$ cat src/rtl/core/assert_macros.svh
// Assertion macros shared by the modem command session RTL.
// Each macro expects signals named clk and rst_n in the enclosing module.
`ifndef ASSERT_MACROS_SVH
`define ASSERT_MACROS_SVH

// Same-cycle implication, checked while out of reset.
`define MCS_ASSERT_IMP(lbl, a, b) \
  lbl: assert property (@(posedge clk) disable iff (!rst_n) (a) |-> (b)) \
    else $error("same-cycle implication violated");

// Next-cycle implication, checked while out of reset.
`define MCS_ASSERT_NXT(lbl, a, b) \
  lbl: assert property (@(posedge clk) disable iff (!rst_n) (a) |=> (b)) \
    else $error("next-cycle implication violated");

`endif

$ cat src/rtl/core/mcs_pkg.sv
// Package for the modem command session: queue sizes, operation and state
// codes, request and result types. No dependencies.
`timescale 1ns / 1ps

package mcs_pkg;

  localparam int NORMAL_DEPTH = 8;
  localparam int HIGH_DEPTH   = 4;

  localparam int NORMAL_AW = (NORMAL_DEPTH > 1) ? $clog2(NORMAL_DEPTH) : 1;
  localparam int HIGH_AW   = (HIGH_DEPTH > 1) ? $clog2(HIGH_DEPTH) : 1;
  localparam int NORMAL_CW = $clog2(NORMAL_DEPTH + 1);
  localparam int HIGH_CW   = $clog2(HIGH_DEPTH + 1);

  localparam logic [2:0] OP_ENQ_NORMAL = 3'd0;
  localparam logic [2:0] OP_ENQ_HIGH   = 3'd1;
  localparam logic [2:0] OP_TICK       = 3'd2;
  localparam logic [2:0] OP_BYTE       = 3'd3;
  localparam logic [2:0] OP_LINE       = 3'd4;
  localparam logic [2:0] OP_TAKE      = 3'd5;
  localparam logic [2:0] OP_RESET      = 3'd6;

  localparam logic [1:0] ST_IDLE    = 2'd0;
  localparam logic [1:0] ST_WAITING = 2'd1;
  localparam logic [1:0] ST_DONE    = 2'd2;

  localparam int FL_OK     = 0;
  localparam int FL_ERR    = 1;
  localparam int FL_TMO    = 2;
  localparam int FL_PROMPT = 3;
  localparam int FL_PREFIX = 4;
  localparam int FL_LINE   = 5;

  localparam logic [7:0] PROMPT_CHAR = 8'h3e;

  typedef struct packed {
    logic [7:0]  tag;
    logic [7:0]  cmd;
    logic [3:0]  expect_mask;
    logic [31:0] timeout;
  } req_t;

  typedef struct packed {
    logic        accepted;
    logic        send_valid;
    logic [7:0]  send_cmd;
    logic        res_valid;
    logic        res_ok;
    logic        res_error;
    logic        res_timed_out;
    logic        res_got_prompt;
    logic        res_got_prefix;
    logic        res_has_line;
    logic [7:0]  res_line_id;
    logic [7:0]  res_tag;
  } res_t;

  // Controller to datapath.
  typedef struct packed {
    logic take_item;
    logic fetch;
  } dp_cmd_t;

  // Datapath to controller.
  typedef struct packed {
    logic start_pend;
  } dp_sts_t;

endpackage

$ cat src/rtl/core/mcs_ram.sv
// Generic single-write, single-read RAM with registered read data.
// No dependencies.
`timescale 1ns / 1ps

module mcs_ram #(
  parameter int WIDTH = 8,
  parameter int DEPTH = 8,
  localparam int AW = (DEPTH > 1) ? $clog2(DEPTH) : 1
) (
  input  logic             clk,
  input  logic             we,
  input  logic [AW-1:0]    waddr,
  input  logic [WIDTH-1:0] wdata,
  input  logic [AW-1:0]    raddr,
  output logic [WIDTH-1:0] rdata
);

  logic [WIDTH-1:0] mem [DEPTH];
  logic [WIDTH-1:0] rdata_r;

  always_ff @(posedge clk) begin
    if (we) begin
      mem[waddr] <= wdata;
    end
    rdata_r <= mem[raddr];
  end

  assign rdata = rdata_r;

endmodule

$ cat src/rtl/core/mcs_ctrl.sv
// Handshake controller for the modem command session.
// Depends on mcs_pkg and assert_macros.svh.
`timescale 1ns / 1ps
`include "assert_macros.svh"

module mcs_ctrl (
  input  logic            clk,
  input  logic            rst_n,
  input  logic            in_valid,
  output logic            in_ready,
  output logic            out_valid,
  input  logic            out_ready,
  input  mcs_pkg::dp_sts_t sts,
  output mcs_pkg::dp_cmd_t cmd
);

  localparam logic PH_ACCEPT = 1'b0;
  localparam logic PH_FETCH  = 1'b1;

  logic phase_r, phase_nxt;
  logic out_valid_r, out_valid_nxt;
  logic in_fire;
  logic load_out;

  assign in_ready = (phase_r == PH_ACCEPT) && (!out_valid_r || out_ready);
  assign in_fire  = in_valid && in_ready;
  assign load_out = (in_fire && !sts.start_pend) || (phase_r == PH_FETCH);

  always_comb begin
    phase_nxt     = phase_r;
    out_valid_nxt = out_valid_r;
    if (out_valid_r && out_ready) begin
      out_valid_nxt = 1'b0;
    end
    if (load_out) begin
      out_valid_nxt = 1'b1;
    end
    case (phase_r)
      PH_ACCEPT: begin
        if (in_fire && sts.start_pend) begin
          phase_nxt = PH_FETCH;
        end
      end
      PH_FETCH: begin
        phase_nxt = PH_ACCEPT;
      end
      default: begin
        phase_nxt = PH_ACCEPT;
      end
    endcase
  end

  always_ff @(posedge clk) begin
    if (!rst_n) begin
      phase_r     <= PH_ACCEPT;
      out_valid_r <= 1'b0;
    end else begin
      phase_r     <= phase_nxt;
      out_valid_r <= out_valid_nxt;
    end
  end

  assign cmd.take_item = in_fire;
  assign cmd.fetch     = (phase_r == PH_FETCH);
  assign out_valid     = out_valid_r;

  `MCS_ASSERT_NXT(a_fetch_one_cycle, phase_r == PH_FETCH, phase_r == PH_ACCEPT)
  `MCS_ASSERT_IMP(a_fetch_slot_free, phase_r == PH_FETCH, !out_valid_r)
  `MCS_ASSERT_NXT(a_start_goes_fetch, in_fire && sts.start_pend, phase_r == PH_FETCH)

endmodule

$ cat src/rtl/core/mcs_datapath.sv
// Datapath of the modem command session: request queues, session state,
// deadline, result flags and the result register. Depends on mcs_pkg,
// mcs_ram and assert_macros.svh.
`timescale 1ns / 1ps
`include "assert_macros.svh"

module mcs_datapath (
  input  logic                  clk,
  input  logic                  rst_n,
  input  mcs_pkg::dp_cmd_t      cmd,
  output mcs_pkg::dp_sts_t      sts,
  input  logic [2:0]            in_operation,
  input  logic [31:0]           in_now_ms,
  input  logic [7:0]            in_req_tag,
  input  logic [7:0]            in_req_cmd,
  input  logic [3:0]            in_req_expect,
  input  logic [31:0]           in_req_timeout_ms,
  input  logic [7:0]            in_byte_value,
  input  logic                  in_line_empty,
  input  logic                  in_line_is_ok,
  input  logic                  in_line_is_error,
  input  logic                  in_line_prefix_match,
  input  logic [7:0]            in_line_id,
  output mcs_pkg::res_t         res
);

  localparam int NAW = mcs_pkg::NORMAL_AW;
  localparam int HAW = mcs_pkg::HIGH_AW;
  localparam int NCW = mcs_pkg::NORMAL_CW;
  localparam int HCW = mcs_pkg::HIGH_CW;

  localparam logic [NCW-1:0] NORMAL_FULL  = NCW'(mcs_pkg::NORMAL_DEPTH);
  localparam logic [HCW-1:0] HIGH_FULL    = HCW'(mcs_pkg::HIGH_DEPTH);
  localparam logic [NAW:0]   NORMAL_DEP_W = (NAW + 1)'(mcs_pkg::NORMAL_DEPTH);
  localparam logic [HAW:0]   HIGH_DEP_W   = (HAW + 1)'(mcs_pkg::HIGH_DEPTH);
  localparam logic [NAW-1:0] NORMAL_LAST  = NAW'(mcs_pkg::NORMAL_DEPTH - 1);
  localparam logic [HAW-1:0] HIGH_LAST    = HAW'(mcs_pkg::HIGH_DEPTH - 1);

  logic [NAW-1:0] nm_head_r, nm_head_nxt;
  logic [NCW-1:0] nm_cnt_r, nm_cnt_nxt;
  logic [HAW-1:0] hi_head_r, hi_head_nxt;
  logic [HCW-1:0] hi_cnt_r, hi_cnt_nxt;
  logic [1:0]     state_r, state_nxt;
  logic [5:0]     flags_r, flags_nxt;
  logic [7:0]     line_r, line_nxt;
  logic [31:0]    deadline_r, deadline_nxt;
  logic [31:0]    now_r, now_nxt;
  logic           sel_r, sel_nxt;
  mcs_pkg::req_t  act_r, act_nxt;
  mcs_pkg::res_t  res_r, res_nxt;

  mcs_pkg::req_t  new_req, nm_rd, hi_rd, fetch_req;
  logic           nm_we, hi_we;
  logic [NAW:0]   nm_sum, nm_wsum;
  logic [HAW:0]   hi_sum, hi_wsum;
  logic [31:0]    tick_diff;
  logic [31:0]    eff_timeout;
  logic [5:0]     lf;
  logic [7:0]     lc;
  logic           lfin;

  assign new_req.tag         = in_req_tag;
  assign new_req.cmd         = in_req_cmd;
  assign new_req.expect_mask = in_req_expect;
  assign new_req.timeout     = in_req_timeout_ms;

  // Tail slot is head plus count, folded back once into the ring.
  assign nm_sum  = {1'b0, nm_head_r} + (NAW + 1)'(nm_cnt_r);
  assign nm_wsum = (nm_sum >= NORMAL_DEP_W) ? (nm_sum - NORMAL_DEP_W) : nm_sum;
  assign hi_sum  = {1'b0, hi_head_r} + (HAW + 1)'(hi_cnt_r);
  assign hi_wsum = (hi_sum >= HIGH_DEP_W) ? (hi_sum - HIGH_DEP_W) : hi_sum;

  mcs_ram #(
    .WIDTH ($bits(mcs_pkg::req_t)),
    .DEPTH (mcs_pkg::NORMAL_DEPTH)
  ) u_normal_q (
    .clk   (clk),
    .we    (nm_we),
    .waddr (nm_wsum[NAW-1:0]),
    .wdata (new_req),
    .raddr (nm_head_r),
    .rdata (nm_rd)
  );

  mcs_ram #(
    .WIDTH ($bits(mcs_pkg::req_t)),
    .DEPTH (mcs_pkg::HIGH_DEPTH)
  ) u_high_q (
    .clk   (clk),
    .we    (hi_we),
    .waddr (hi_wsum[HAW-1:0]),
    .wdata (new_req),
    .raddr (hi_head_r),
    .rdata (hi_rd)
  );

  assign fetch_req   = sel_r ? hi_rd : nm_rd;
  assign eff_timeout = (fetch_req.timeout == 32'd0) ? 32'd1 : fetch_req.timeout;
  assign tick_diff   = in_now_ms - deadline_r;

  // A tick in idle with a queued request must read it from the queue RAM before it completes.
  assign sts.start_pend = (in_operation == mcs_pkg::OP_TICK) &&
                          (state_r == mcs_pkg::ST_IDLE) &&
                          ((hi_cnt_r != '0) || (nm_cnt_r != '0));

  // Line evaluation against the expectation mask of the active request.
  always_comb begin
    lf   = flags_r;
    lc   = line_r;
    lfin = 1'b0;
    if (act_r.expect_mask[1] && in_line_prefix_match) begin
      lf[mcs_pkg::FL_PREFIX] = 1'b1;
      if (!lf[mcs_pkg::FL_LINE]) begin
        lc = in_line_id;
        lf[mcs_pkg::FL_LINE] = 1'b1;
      end
    end
    if (act_r.expect_mask[2] && in_line_is_ok) begin
      lf[mcs_pkg::FL_OK] = 1'b1;
      lfin = 1'b1;
    end else if (act_r.expect_mask[2] && in_line_is_error) begin
      if (!lf[mcs_pkg::FL_LINE]) begin
        lc = in_line_id;
        lf[mcs_pkg::FL_LINE] = 1'b1;
      end
      lf[mcs_pkg::FL_ERR] = 1'b1;
      lfin = 1'b1;
    end else if (act_r.expect_mask[3]) begin
      if (!lf[mcs_pkg::FL_LINE]) begin
        lc = in_line_id;
        lf[mcs_pkg::FL_LINE] = 1'b1;
      end
      lf[mcs_pkg::FL_OK] = 1'b1;
      lfin = 1'b1;
    end
  end

  always_comb begin
    nm_head_nxt  = nm_head_r;
    nm_cnt_nxt   = nm_cnt_r;
    hi_head_nxt  = hi_head_r;
    hi_cnt_nxt   = hi_cnt_r;
    state_nxt    = state_r;
    flags_nxt    = flags_r;
    line_nxt     = line_r;
    deadline_nxt = deadline_r;
    now_nxt      = now_r;
    sel_nxt      = sel_r;
    act_nxt      = act_r;
    res_nxt      = res_r;
    nm_we        = 1'b0;
    hi_we        = 1'b0;
    if (cmd.take_item) begin
      res_nxt = '0;
      now_nxt = in_now_ms;
      sel_nxt = (hi_cnt_r != '0);
      case (in_operation)
        mcs_pkg::OP_ENQ_NORMAL: begin
          if (nm_cnt_r != NORMAL_FULL) begin
            nm_we            = 1'b1;
            nm_cnt_nxt       = nm_cnt_r + 1'b1;
            res_nxt.accepted = 1'b1;
          end
        end
        mcs_pkg::OP_ENQ_HIGH: begin
          if (hi_cnt_r != HIGH_FULL) begin
            hi_we            = 1'b1;
            hi_cnt_nxt       = hi_cnt_r + 1'b1;
            res_nxt.accepted = 1'b1;
          end
        end
        mcs_pkg::OP_TICK: begin
          if ((state_r == mcs_pkg::ST_WAITING) && !tick_diff[31]) begin
            flags_nxt[mcs_pkg::FL_TMO] = 1'b1;
            state_nxt = mcs_pkg::ST_DONE;
          end
        end
        mcs_pkg::OP_BYTE: begin
          if ((state_r == mcs_pkg::ST_WAITING) && act_r.expect_mask[0] &&
              (in_byte_value == mcs_pkg::PROMPT_CHAR)) begin
            flags_nxt[mcs_pkg::FL_PROMPT] = 1'b1;
            flags_nxt[mcs_pkg::FL_OK]     = 1'b1;
            state_nxt = mcs_pkg::ST_DONE;
          end
        end
        mcs_pkg::OP_LINE: begin
          if ((state_r == mcs_pkg::ST_WAITING) && !in_line_empty) begin
            flags_nxt = lf;
            line_nxt  = lc;
            if (lfin) begin
              state_nxt = mcs_pkg::ST_DONE;
            end
          end
        end
        mcs_pkg::OP_TAKE: begin
          if (state_r == mcs_pkg::ST_DONE) begin
            res_nxt.res_valid      = 1'b1;
            res_nxt.res_ok         = flags_r[mcs_pkg::FL_OK];
            res_nxt.res_error      = flags_r[mcs_pkg::FL_ERR];
            res_nxt.res_timed_out  = flags_r[mcs_pkg::FL_TMO];
            res_nxt.res_got_prompt = flags_r[mcs_pkg::FL_PROMPT];
            res_nxt.res_got_prefix = flags_r[mcs_pkg::FL_PREFIX];
            res_nxt.res_has_line   = flags_r[mcs_pkg::FL_LINE];
            res_nxt.res_line_id    = line_r;
            res_nxt.res_tag        = act_r.tag;
            flags_nxt = '0;
            line_nxt  = '0;
            state_nxt = mcs_pkg::ST_IDLE;
          end
        end
        mcs_pkg::OP_RESET: begin
          nm_head_nxt  = '0;
          nm_cnt_nxt   = '0;
          hi_head_nxt  = '0;
          hi_cnt_nxt   = '0;
          state_nxt    = mcs_pkg::ST_IDLE;
          flags_nxt    = '0;
          line_nxt     = '0;
          deadline_nxt = '0;
          act_nxt      = '0;
        end
        default: begin
        end
      endcase
    end else if (cmd.fetch) begin
      res_nxt = '0;
      if (sel_r) begin
        hi_head_nxt = (hi_head_r == HIGH_LAST) ? '0 : hi_head_r + 1'b1;
        hi_cnt_nxt  = hi_cnt_r - 1'b1;
      end else begin
        nm_head_nxt = (nm_head_r == NORMAL_LAST) ? '0 : nm_head_r + 1'b1;
        nm_cnt_nxt  = nm_cnt_r - 1'b1;
      end
      act_nxt            = fetch_req;
      flags_nxt          = '0;
      line_nxt           = '0;
      deadline_nxt       = now_r + eff_timeout;
      state_nxt          = mcs_pkg::ST_WAITING;
      res_nxt.send_valid = 1'b1;
      res_nxt.send_cmd   = fetch_req.cmd;
    end
  end

  always_ff @(posedge clk) begin
    if (!rst_n) begin
      nm_head_r <= '0;
      nm_cnt_r  <= '0;
      hi_head_r <= '0;
      hi_cnt_r  <= '0;
      state_r   <= mcs_pkg::ST_IDLE;
      flags_r   <= '0;
      line_r    <= '0;
    end else begin
      nm_head_r <= nm_head_nxt;
      nm_cnt_r  <= nm_cnt_nxt;
      hi_head_r <= hi_head_nxt;
      hi_cnt_r  <= hi_cnt_nxt;
      state_r   <= state_nxt;
      flags_r   <= flags_nxt;
      line_r    <= line_nxt;
    end
  end

  always_ff @(posedge clk) begin
    deadline_r <= deadline_nxt;
    now_r      <= now_nxt;
    sel_r      <= sel_nxt;
    act_r      <= act_nxt;
    res_r      <= res_nxt;
  end

  assign res = res_r;

  `MCS_ASSERT_IMP(a_normal_count_bound, 1'b1, nm_cnt_r <= NORMAL_FULL)
  `MCS_ASSERT_IMP(a_high_count_bound, 1'b1, hi_cnt_r <= HIGH_FULL)
  `MCS_ASSERT_NXT(a_fetch_starts_wait, cmd.fetch, state_r == mcs_pkg::ST_WAITING)

endmodule

$ cat src/rtl/core/modem_command_session.sv
// Top level of the modem command session.
// Depends on mcs_pkg, mcs_ctrl, mcs_datapath and mcs_ram.
`timescale 1ns / 1ps
//
//   Channel  | Handshake             | Payload
//   ---------+-----------------------+-----------------------------------------
//   in_      | in_valid / in_ready   | operation, time, request, byte, line
//   out_     | out_valid / out_ready | accepted, send command, session result
//
// Every accepted transaction produces exactly one result transaction.
// A tick that starts a queued request passes through an extra fetch phase,
// because the request is read from the queue RAM with a registered read
// port. While the result register holds an untaken transaction, a new one
// is accepted only in the cycle the result is taken. Reset (rst_n low,
// synchronous) empties both queues and returns the session to idle; the
// queue RAMs need no clearing pass since only written slots are ever read.

module modem_command_session (
  input  logic        clk,
  input  logic        rst_n,
  input  logic        in_valid,
  output logic        in_ready,
  input  logic [2:0]  in_operation,
  input  logic [31:0] in_now_ms,
  input  logic [7:0]  in_req_tag,
  input  logic [7:0]  in_req_cmd,
  input  logic [3:0]  in_req_expect,
  input  logic [31:0] in_req_timeout_ms,
  input  logic [7:0]  in_byte_value,
  input  logic        in_line_empty,
  input  logic        in_line_is_ok,
  input  logic        in_line_is_error,
  input  logic        in_line_prefix_match,
  input  logic [7:0]  in_line_id,
  output logic        out_valid,
  input  logic        out_ready,
  output logic        out_accepted,
  output logic        out_send_valid,
  output logic [7:0]  out_send_cmd,
  output logic        out_res_valid,
  output logic        out_res_ok,
  output logic        out_res_error,
  output logic        out_res_timed_out,
  output logic        out_res_got_prompt,
  output logic        out_res_got_prefix,
  output logic        out_res_has_line,
  output logic [7:0]  out_res_line_id,
  output logic [7:0]  out_res_tag
);

  // The controller only sequences the handshake and the queue read cycle;
  // all session state lives in the datapath.
  mcs_pkg::dp_cmd_t dp_cmd;
  mcs_pkg::dp_sts_t dp_sts;
  mcs_pkg::res_t    res;

  mcs_ctrl u_ctrl (
    .clk       (clk),
    .rst_n     (rst_n),
    .in_valid  (in_valid),
    .in_ready  (in_ready),
    .out_valid (out_valid),
    .out_ready (out_ready),
    .sts       (dp_sts),
    .cmd       (dp_cmd)
  );

  mcs_datapath u_datapath (
    .clk                  (clk),
    .rst_n                (rst_n),
    .cmd                  (dp_cmd),
    .sts                  (dp_sts),
    .in_operation         (in_operation),
    .in_now_ms            (in_now_ms),
    .in_req_tag           (in_req_tag),
    .in_req_cmd           (in_req_cmd),
    .in_req_expect        (in_req_expect),
    .in_req_timeout_ms    (in_req_timeout_ms),
    .in_byte_value        (in_byte_value),
    .in_line_empty        (in_line_empty),
    .in_line_is_ok        (in_line_is_ok),
    .in_line_is_error     (in_line_is_error),
    .in_line_prefix_match (in_line_prefix_match),
    .in_line_id           (in_line_id),
    .res                  (res)
  );

  // The result register is unpacked onto the individual result ports.
  assign out_accepted       = res.accepted;
  assign out_send_valid     = res.send_valid;
  assign out_send_cmd       = res.send_cmd;
  assign out_res_valid      = res.res_valid;
  assign out_res_ok         = res.res_ok;
  assign out_res_error      = res.res_error;
  assign out_res_timed_out  = res.res_timed_out;
  assign out_res_got_prompt = res.res_got_prompt;
  assign out_res_got_prefix = res.res_got_prefix;
  assign out_res_has_line   = res.res_has_line;
  assign out_res_line_id    = res.res_line_id;
  assign out_res_tag        = res.res_tag;

endmodule

$ cat config.mk
export PLATFORM = sky130hd
export DESIGN_NAME = modem_command_session
export DESIGN_NICKNAME = d
export VERILOG_FILES = /design/src/rtl/core/mcs_pkg.sv /design/src/rtl/core/mcs_ram.sv /design/src/rtl/core/mcs_ctrl.sv /design/src/rtl/core/mcs_datapath.sv /design/src/rtl/core/modem_command_session.sv
export VERILOG_INCLUDE_DIRS = /design/src /design/src/rtl/core
export SDC_FILE = /design/constraint.sdc
export NUM_CORES = 1
export LEC_CHECK = 0
export BUFFER_PORTS_ARGS = -buffer_cell sky130_fd_sc_hd__buf_2
export CORE_ASPECT_RATIO = 0.75
export CORE_MARGIN = 3
export CORE_UTILIZATION = 56
export CTS_CLUSTER_SIZE = 20
export DETAILED_ROUTE_END_ITERATION = 8
export PLACE_DENSITY_LB_ADDON = 0.12
export SLEW_MARGIN = 5
export SYNTH_ARGS = -nofsm -noshare
export SYNTH_HDL_FRONTEND = slang
export SYNTH_HIERARCHICAL = 1
export SYNTH_SLANG_ARGS = --single-unit
export TNS_END_PERCENT = 50
$ cat constraint.sdc
create_clock -name clk -period 8.1 [get_ports clk]
set_input_delay 0.405 -clock clk [delete_from_list [all_inputs] [get_ports clk]]
set_output_delay 0.405 -clock clk [all_outputs]
set_load 0.05 [all_outputs]
# Word-level counts from Yosys, hierarchy flattened
# Memories as Yosys holds them, arrays and structs flattened. A register that Yosys moved wholly into a read port is not among the register bits.
# Cells that the tools add are included.
# classes
n_mux	91
addsub	12
n_eq_ne	35
bitwise	1
n_lt_le_gt_ge	2
reduce_logical	41
# op_table
operator	n
$mux W52	4
$mux W32	4
$mux W8	10
$mux W33	2
$mux W23	2
$add A32 B32 Y32	1
$logic_not A32 Y1	1
$sub A32 B32 Y32	1
$mux W3	10
$mux W2	14
$mux W1	26
$mux W6	4
$ne A3 B2 Y1 const B	8
$pmux W8 S3	1
$mux W4	4
$reduce_and A5 Y1	3
$logic_and A1 B1 Y1	14
$reduce_and A7 Y1	2
$eq A3 B3 Y1 const B	4
$ne A4 B1 Y1 const B	3
$pmux W1 S4	3
$reduce_and A4 Y1	3
$pmux W2 S5	1
$ne A3 B3 Y1 const B	3
39 further kinds	54
# word_totals
ff_bits	140
mem_count	2
elab_cells	215
mem_bits_rw	624
inputBits	111
out_inout_bits	35
# memory_table
memory	depth	word_bits	read_ports	rd_clocked_by_memory_dff	wr	line	source
u_datapath.u_normal_q.mem	8	52	1	1	1	mcs_ram.sv:18	logic [WIDTH-1:0] mem [DEPTH];
u_datapath.u_high_q.mem	4	52	1	1	1	mcs_ram.sv:18	

# Longest topological paths before layout
# logic_depth
word_depth	9
depth_mapped	17
depth_no_buf	15

# Modules after synthesis
# Netlist, hierarchy kept.
# modules_own_cells
mod	cells_each	area_each_um2	n_inst	seq_area_each_um2
mcs_ram (u_datapath.u_normal_q)	667	16741.1	1	13533.0
mcs_ram (u_datapath.u_high_q)	328	8637.0	1	7287.0
mcs_datapath	819	8439.3	1	3773.6
mcs_ctrl	11	113.9	1	40.0

# Least setup slack after synthesis
# Ideal clock, no wire load.
# synth_timing
path_type	reg2reg
start	register u_ctrl.out_valid_r (netlist: u_ctrl/out_valid)
end	memory u_datapath/u_high_q/mem[0][0] (netlist bit) (enable)
n_path_buf	4
setup_time_ns	0.537
arrival_time_ns	6.027
setup_slack_ns	1.536
path_stages_with_launch	9
required_time_ns	7.563
synth_period_minus_slack_ns	6.564
cell_sequence	dfxtp_1 -> nor2b_4 -> nor3b_1 -> buf_4 -> clkbuf_1 -> clkbuf_1 -> clkbuf_1 -> and2_1 -> nor3b_1
# synth_between
elab_chain_len	7
# synth_rtl
item	line	source
start, declared	mcs_ctrl.sv:21	logic out_valid_r, out_valid_nxt;
start signal, assigned	mcs_ctrl.sv:59	out_valid_r <= out_valid_nxt;
$logic_not A1 Y1	mcs_ctrl.sv:25	assign in_ready = (phase_r == PH_ACCEPT) && (!out_valid_r || out_ready);
$logic_or A1 B1 Y1	mcs_ctrl.sv:25	
$logic_and A1 B1 Y1	mcs_ctrl.sv:25	
$logic_and A1 B1 Y1	mcs_ctrl.sv:26	assign in_fire = in_valid && in_ready;
net u_ctrl.in_fire	mcs_ctrl.sv:22	logic in_fire;
$mux W1	mcs_datapath.sv:153	if (cmd.take_item) begin
net u_datapath.hi_we	mcs_datapath.sv:53	logic nm_we, hi_we;
$mux W1	mcs_ram.sv:22	if (we) begin
$mux W1 (implied by the code)	mcs_ram.sv:23	mem[waddr] <= wdata;
end, declared	mcs_ram.sv:18	
# The timed path passes the listed nets, and every way through them passes these cells.

# Worst setup path after layout
# layout_timing
start	register u_datapath.sel_r
end	register u_datapath.deadline_r[30] (data pin)
# layout_between
elab_chain_len	6
# layout_rtl
item	line	source
start, declared	mcs_datapath.sv:48	logic sel_r, sel_nxt;
start signal, assigned	mcs_datapath.sv:267	sel_r <= sel_nxt;
$mux W52 *	mcs_datapath.sv:97	assign fetch_req = sel_r ? hi_rd : nm_rd;
$logic_not A32 Y1	mcs_datapath.sv:98	assign eff_timeout = (fetch_req.timeout == 32'd0) ? 32'd1 : fetch_req.timeout;
$mux W32 *	mcs_datapath.sv:98	
$add A32 B32 Y32 *	mcs_datapath.sv:237	deadline_nxt = now_r + eff_timeout;
$mux W32 *	mcs_datapath.sv:225	end else if (cmd.fetch) begin
$mux W32 *	mcs_datapath.sv:153	
end signal, assigned	mcs_datapath.sv:265	deadline_r <= deadline_nxt;
end, declared	mcs_datapath.sv:46	logic [31:0] deadline_r, deadline_nxt;
# Every way passes the cells marked *; elsewhere a longest branch is shown, timed or not. The select of a mux whose other input is x is not followed.
# A chain may end at the register's enable or synchronous reset.

==> flow_metrics.py <==
metrics = {
    "status": {
        "status": "finished clean",
    },
    "synthesis": {
        "synth.area.mux_share_pct": 13.9,
        "ys_warn_count": 6,
        "synth_ff_type": "edfxtp_1",
        "syn_nets": 2010,
        "ys_seq_elements": 868,
        "yosysMostFrequentCell": "edfxtp_1",
        "synth_area_leader_cell": "edfxtp_1",
        "synth-compound-area-share_pct": 3.79,
        "synth_top_family_by_area": "multiplexers",
        "synthSimpleGateAreaFrac_pct": 4.18,
        "synth_edf_count": 725,
        "syn_area_per_cell_um2": 18.6,
        "ys_types": 73,
        "seq_area_frac_synth_pct": 72.6,
        "synth_xor_area_share_pct": 0.723,
        "async_reset_ff_share_pct": 0,
        "synth_fa_ha_area_share_pct": 2.77,
        "synth_area_um2": 33900,
        "synth_top_cells_by_area": "edfxtp_1, mux4_2, dfxtp_1",
        "synth_common_cells": "edfxtp_1, mux4_2, dfxtp_1, nor2_1, mux2_2",
        "synth.top_cell.area_share_pct": 64.2,
        "syn_inst": 1825,
    },
    "worst_setup_path": {
        "crit_fanout": 57,
        "required_ns": 8.46,
        "arrival_ns": 5.44,
        "critPathKind": "reg -> reg",
        "crit_top_cell": "a311oi_2",
        "crit_chain": "buf_4, mux2_2, nor4_1, nand4_1, nand4bb_1, o21ai_0, ha_1, fa_1, a21oi_1, o2bb2ai_1, a311oi_2, o41ai_2, a21o_1, a311oi_2, mux2_1",
        "worstSetupEndpointType": "flop",
        "start_kind": "flop",
        "slowest_stage": "buf_4",
        "cp_slowest_stage_delay_ns": 0.72,
    },
    "die": {
        "io_pins": 146,
        "core_um2": 59400,
        "die_x_um": 290,
        "die_area_um2": 63600,
        "num_rows": 77,
        "die_y_um": 219,
        "initial_core_util_pct": 57.1,
    },
    "detailed_routing": {
        "wl_per_cell_um": 24.6,
        "dr.pass1.iters": 5,
        "postRouteAntennaNets": 0,
        "drc": 0,
        "via_count": 17307,
        "drt-total-wl_um": 71400,
        "viasPerCell": 5.97,
        "drtIter0Drc": 1599,
    },
    "cells_and_area": {
        "fill_cells": 4030,
        "nNetsFinal": 2222,
        "multi_input_area_um2": 8700,
        "final-instance-count-excl-fill": 2898,
        "ff_latch_area_um2": 24600,
        "areaGrowthSynthToFinish_pct": 13.4,
        "drive_gt1_share_pct": 26.4,
        "final_core_util_pct": 64.7,
    },
    "timing": {
        "rsz0062_at_grt": "no",
        "holdWs_ns": 0.0303,
        "fin_tns_setup_ns": 0,
        "setup_viol": 0,
        "hold_violations": 0,
        "tightestPinTransition_ns": 1.24,
        "relSlewSlack_pct": 17.4,
        "period_minus_slack_ns": 5.08,
        "drv_slew": 0,
        "timing.final.crit_share_pct": 62.8,
        "fin_skew_ns": 0.0239,
        "clock.fmax_mhz": 197,
    },
    "clocking": {
        "clock_sinks": 868,
        "cts_buffers": 82,
        "cts.path.max_buffers": 3,
        "cts_tree": "yes",
        "path_clk_slew_ns": 0.06,
        "htreeDepth": 3,
        "hold_buffers": 31,
        "root_buffer": "clkbuf_16",
        "cts.repair.resized": 0,
        "postCtsSetupRepairBufs": 0,
        "clk_latency_ns": 0.63,
    },
    "placement": {
        "globalplace.congestion": 0.883,
        "io_buffer_count": 145,
        "dp_hpwl_um": 41100,
        "dp.cells": 2712,
    },
    "power_and_ir_drop": {
        "p_leak_nw": 13.1,
        "total_power_mw": 9.30,
        "peakVddDrop_uv": 179,
        "power_density_nw_per_um2": 242,
    },
    "hold_path": {
        "hold_path_class": "in -> reg",
    },
    "grt": {
        "antenna_found_initial": 10,
        "grtUsageTotal_pct": 22.8,
        "grt_max_degree": 78,
        "grt_overflow": 0,
        "grt_pass1_vias": 17100,
        "grt_pass1_wl_um": 108000,
    },
    "flow_run": {
        "drv_cap": 0,
    },
}
==> through the flow <==
step / area (um^2) / setup WS, ns
6_report: 38500 / 3.02
5_1_grt: 38500 / 2.78
4_1_cts: 38500 / 2.96
3_5_place_dp: 35400 / 2.97
3_3_place_gp: 35400 / 3.14
2_1_floorplan: 33900 / 1.54
==> critical path: cells and delay by family, from the launching register on <==
| family | cells | cell delay [ns] |
|---|---|---|
| AOI/OAI and AO/OA | 7 | 1.80 |
| adders and majority gates | 2 | 0.50 |
| buffers and inverters | 1 | 0.72 |
| DFF | 1 | 0.32 |
| muxes | 2 | 0.79 |
| and+or+nand+nor | 3 | 0.66 |
==> state kept, by name, summed over array words and instances, names as in the netlist <==
register	cells
u_datapath/hi_cnt_r	3
u_datapath/now_r	32
u_datapath/res	33
u_datapath/line_r	8
u_datapath/act_r	12
u_datapath/u_normal_q/mem	416
u_datapath/u_high_q/mem	208
u_datapath/nm_cnt_r	4
u_ctrl/out_valid	1
u_datapath/state_r	2
u_datapath/u_normal_q/rdata	52
u_datapath/hi_head_r	2
u_datapath/deadline_r	32
u_datapath/flags_r	6
u_datapath/nm_head_r	3
u_datapath/u_high_q/rdata	52
u_ctrl/phase_r	1
u_datapath/sel_r	1
==> kinds of logic (layout without fill, tap and decap cells) <==
group | Yosys count | after routing
compound gates | 192 | 192
xor+xnor | 28 | 28
fa+ha+maj | 74 | 74
buf+inv | 126 | 407
flops | 868 | 868
mux | 265 | 265
other cells | 0 | 2
simple gates | 272 | 272
==> final cells by class <==
class / count / share of cell area [%]
Timing Repair Buffer: 200 / 3.16
Antenna cell: 2 / 0.0130
Clock inverter: 39 / 1.12
Sequential cell: 868 / 64.0
Multi-Input combinational cell: 831 / 22.6
Clock buffer: 114 / 5.96
Tap cell: 790 / 2.57
Inverter: 54 / 0.527
==> final timing paths <==
check,slack (ns),cells after the start,start,end
worst min register to register,0.46,2,u_datapath/flags_r[0],u_datapath/flags_r[0]
worst max-delay path,3.02,15,u_datapath/sel_r,u_datapath/deadline_r[30]
worst min-delay path,0.03,3,in_line_id[7],u_datapath/line_r[7]
worst max register to register,3.02,15,u_datapath/sel_r,u_datapath/deadline_r[30]
==> cells in the final DEF (no fill, tap or decap), drive strengths merged, types with 4 or more instances in the layout <==
cell type    netlist  layout
dlygate4sd3        0      31
a22oi              9       9
mux2              82      82
and2              31      31
ha                72      72
inv               54      58
nand3             19      19
a211oi            21      21
nor2b             23      23
o21a               9       9
nand2             34      34
bufinv             0       7
nor4               9       9
nand4              7       7
buf               41     169
and3              10      10
a21o              19      19
mux2i             27      27
nor2              85      85
o21bai             7       7
a21oi             39      39
clkbuf            31     114
nand2b            12      12
o31ai              4       4
o21ai             43      43
xor2              10      10
nor3              17      17
dfxtp            143     143
mux4             156     156
clkinv             0      27
edfxtp           725     725
nor3b              4       4
or3                4       4
xnor2             18      18
a31oi             12      12
==> where the power goes <==
| group | leakage [nW] | internal (mW) | switching, mW | total [mW] |
|---|---|---|---|---|
| registers | 7.80 | 4.91 | 0.0306 | 4.95 |
| clock network | 1.34 | 2.22 | 1.61 | 3.84 |
| logic | 3.93 | 0.197 | 0.325 | 0.521 |
==> per-layer routing <==
layer	global-route usage, %	routed length, um	vias to the layer above
met5	0	48	-
met4	5.24	1230	8
met3	4.90	5130	105
met2	32.9	31000	539
met1	35.8	34000	8985
li1	-	-	7670
Note: power is estimated with default switching activity, not from simulation.
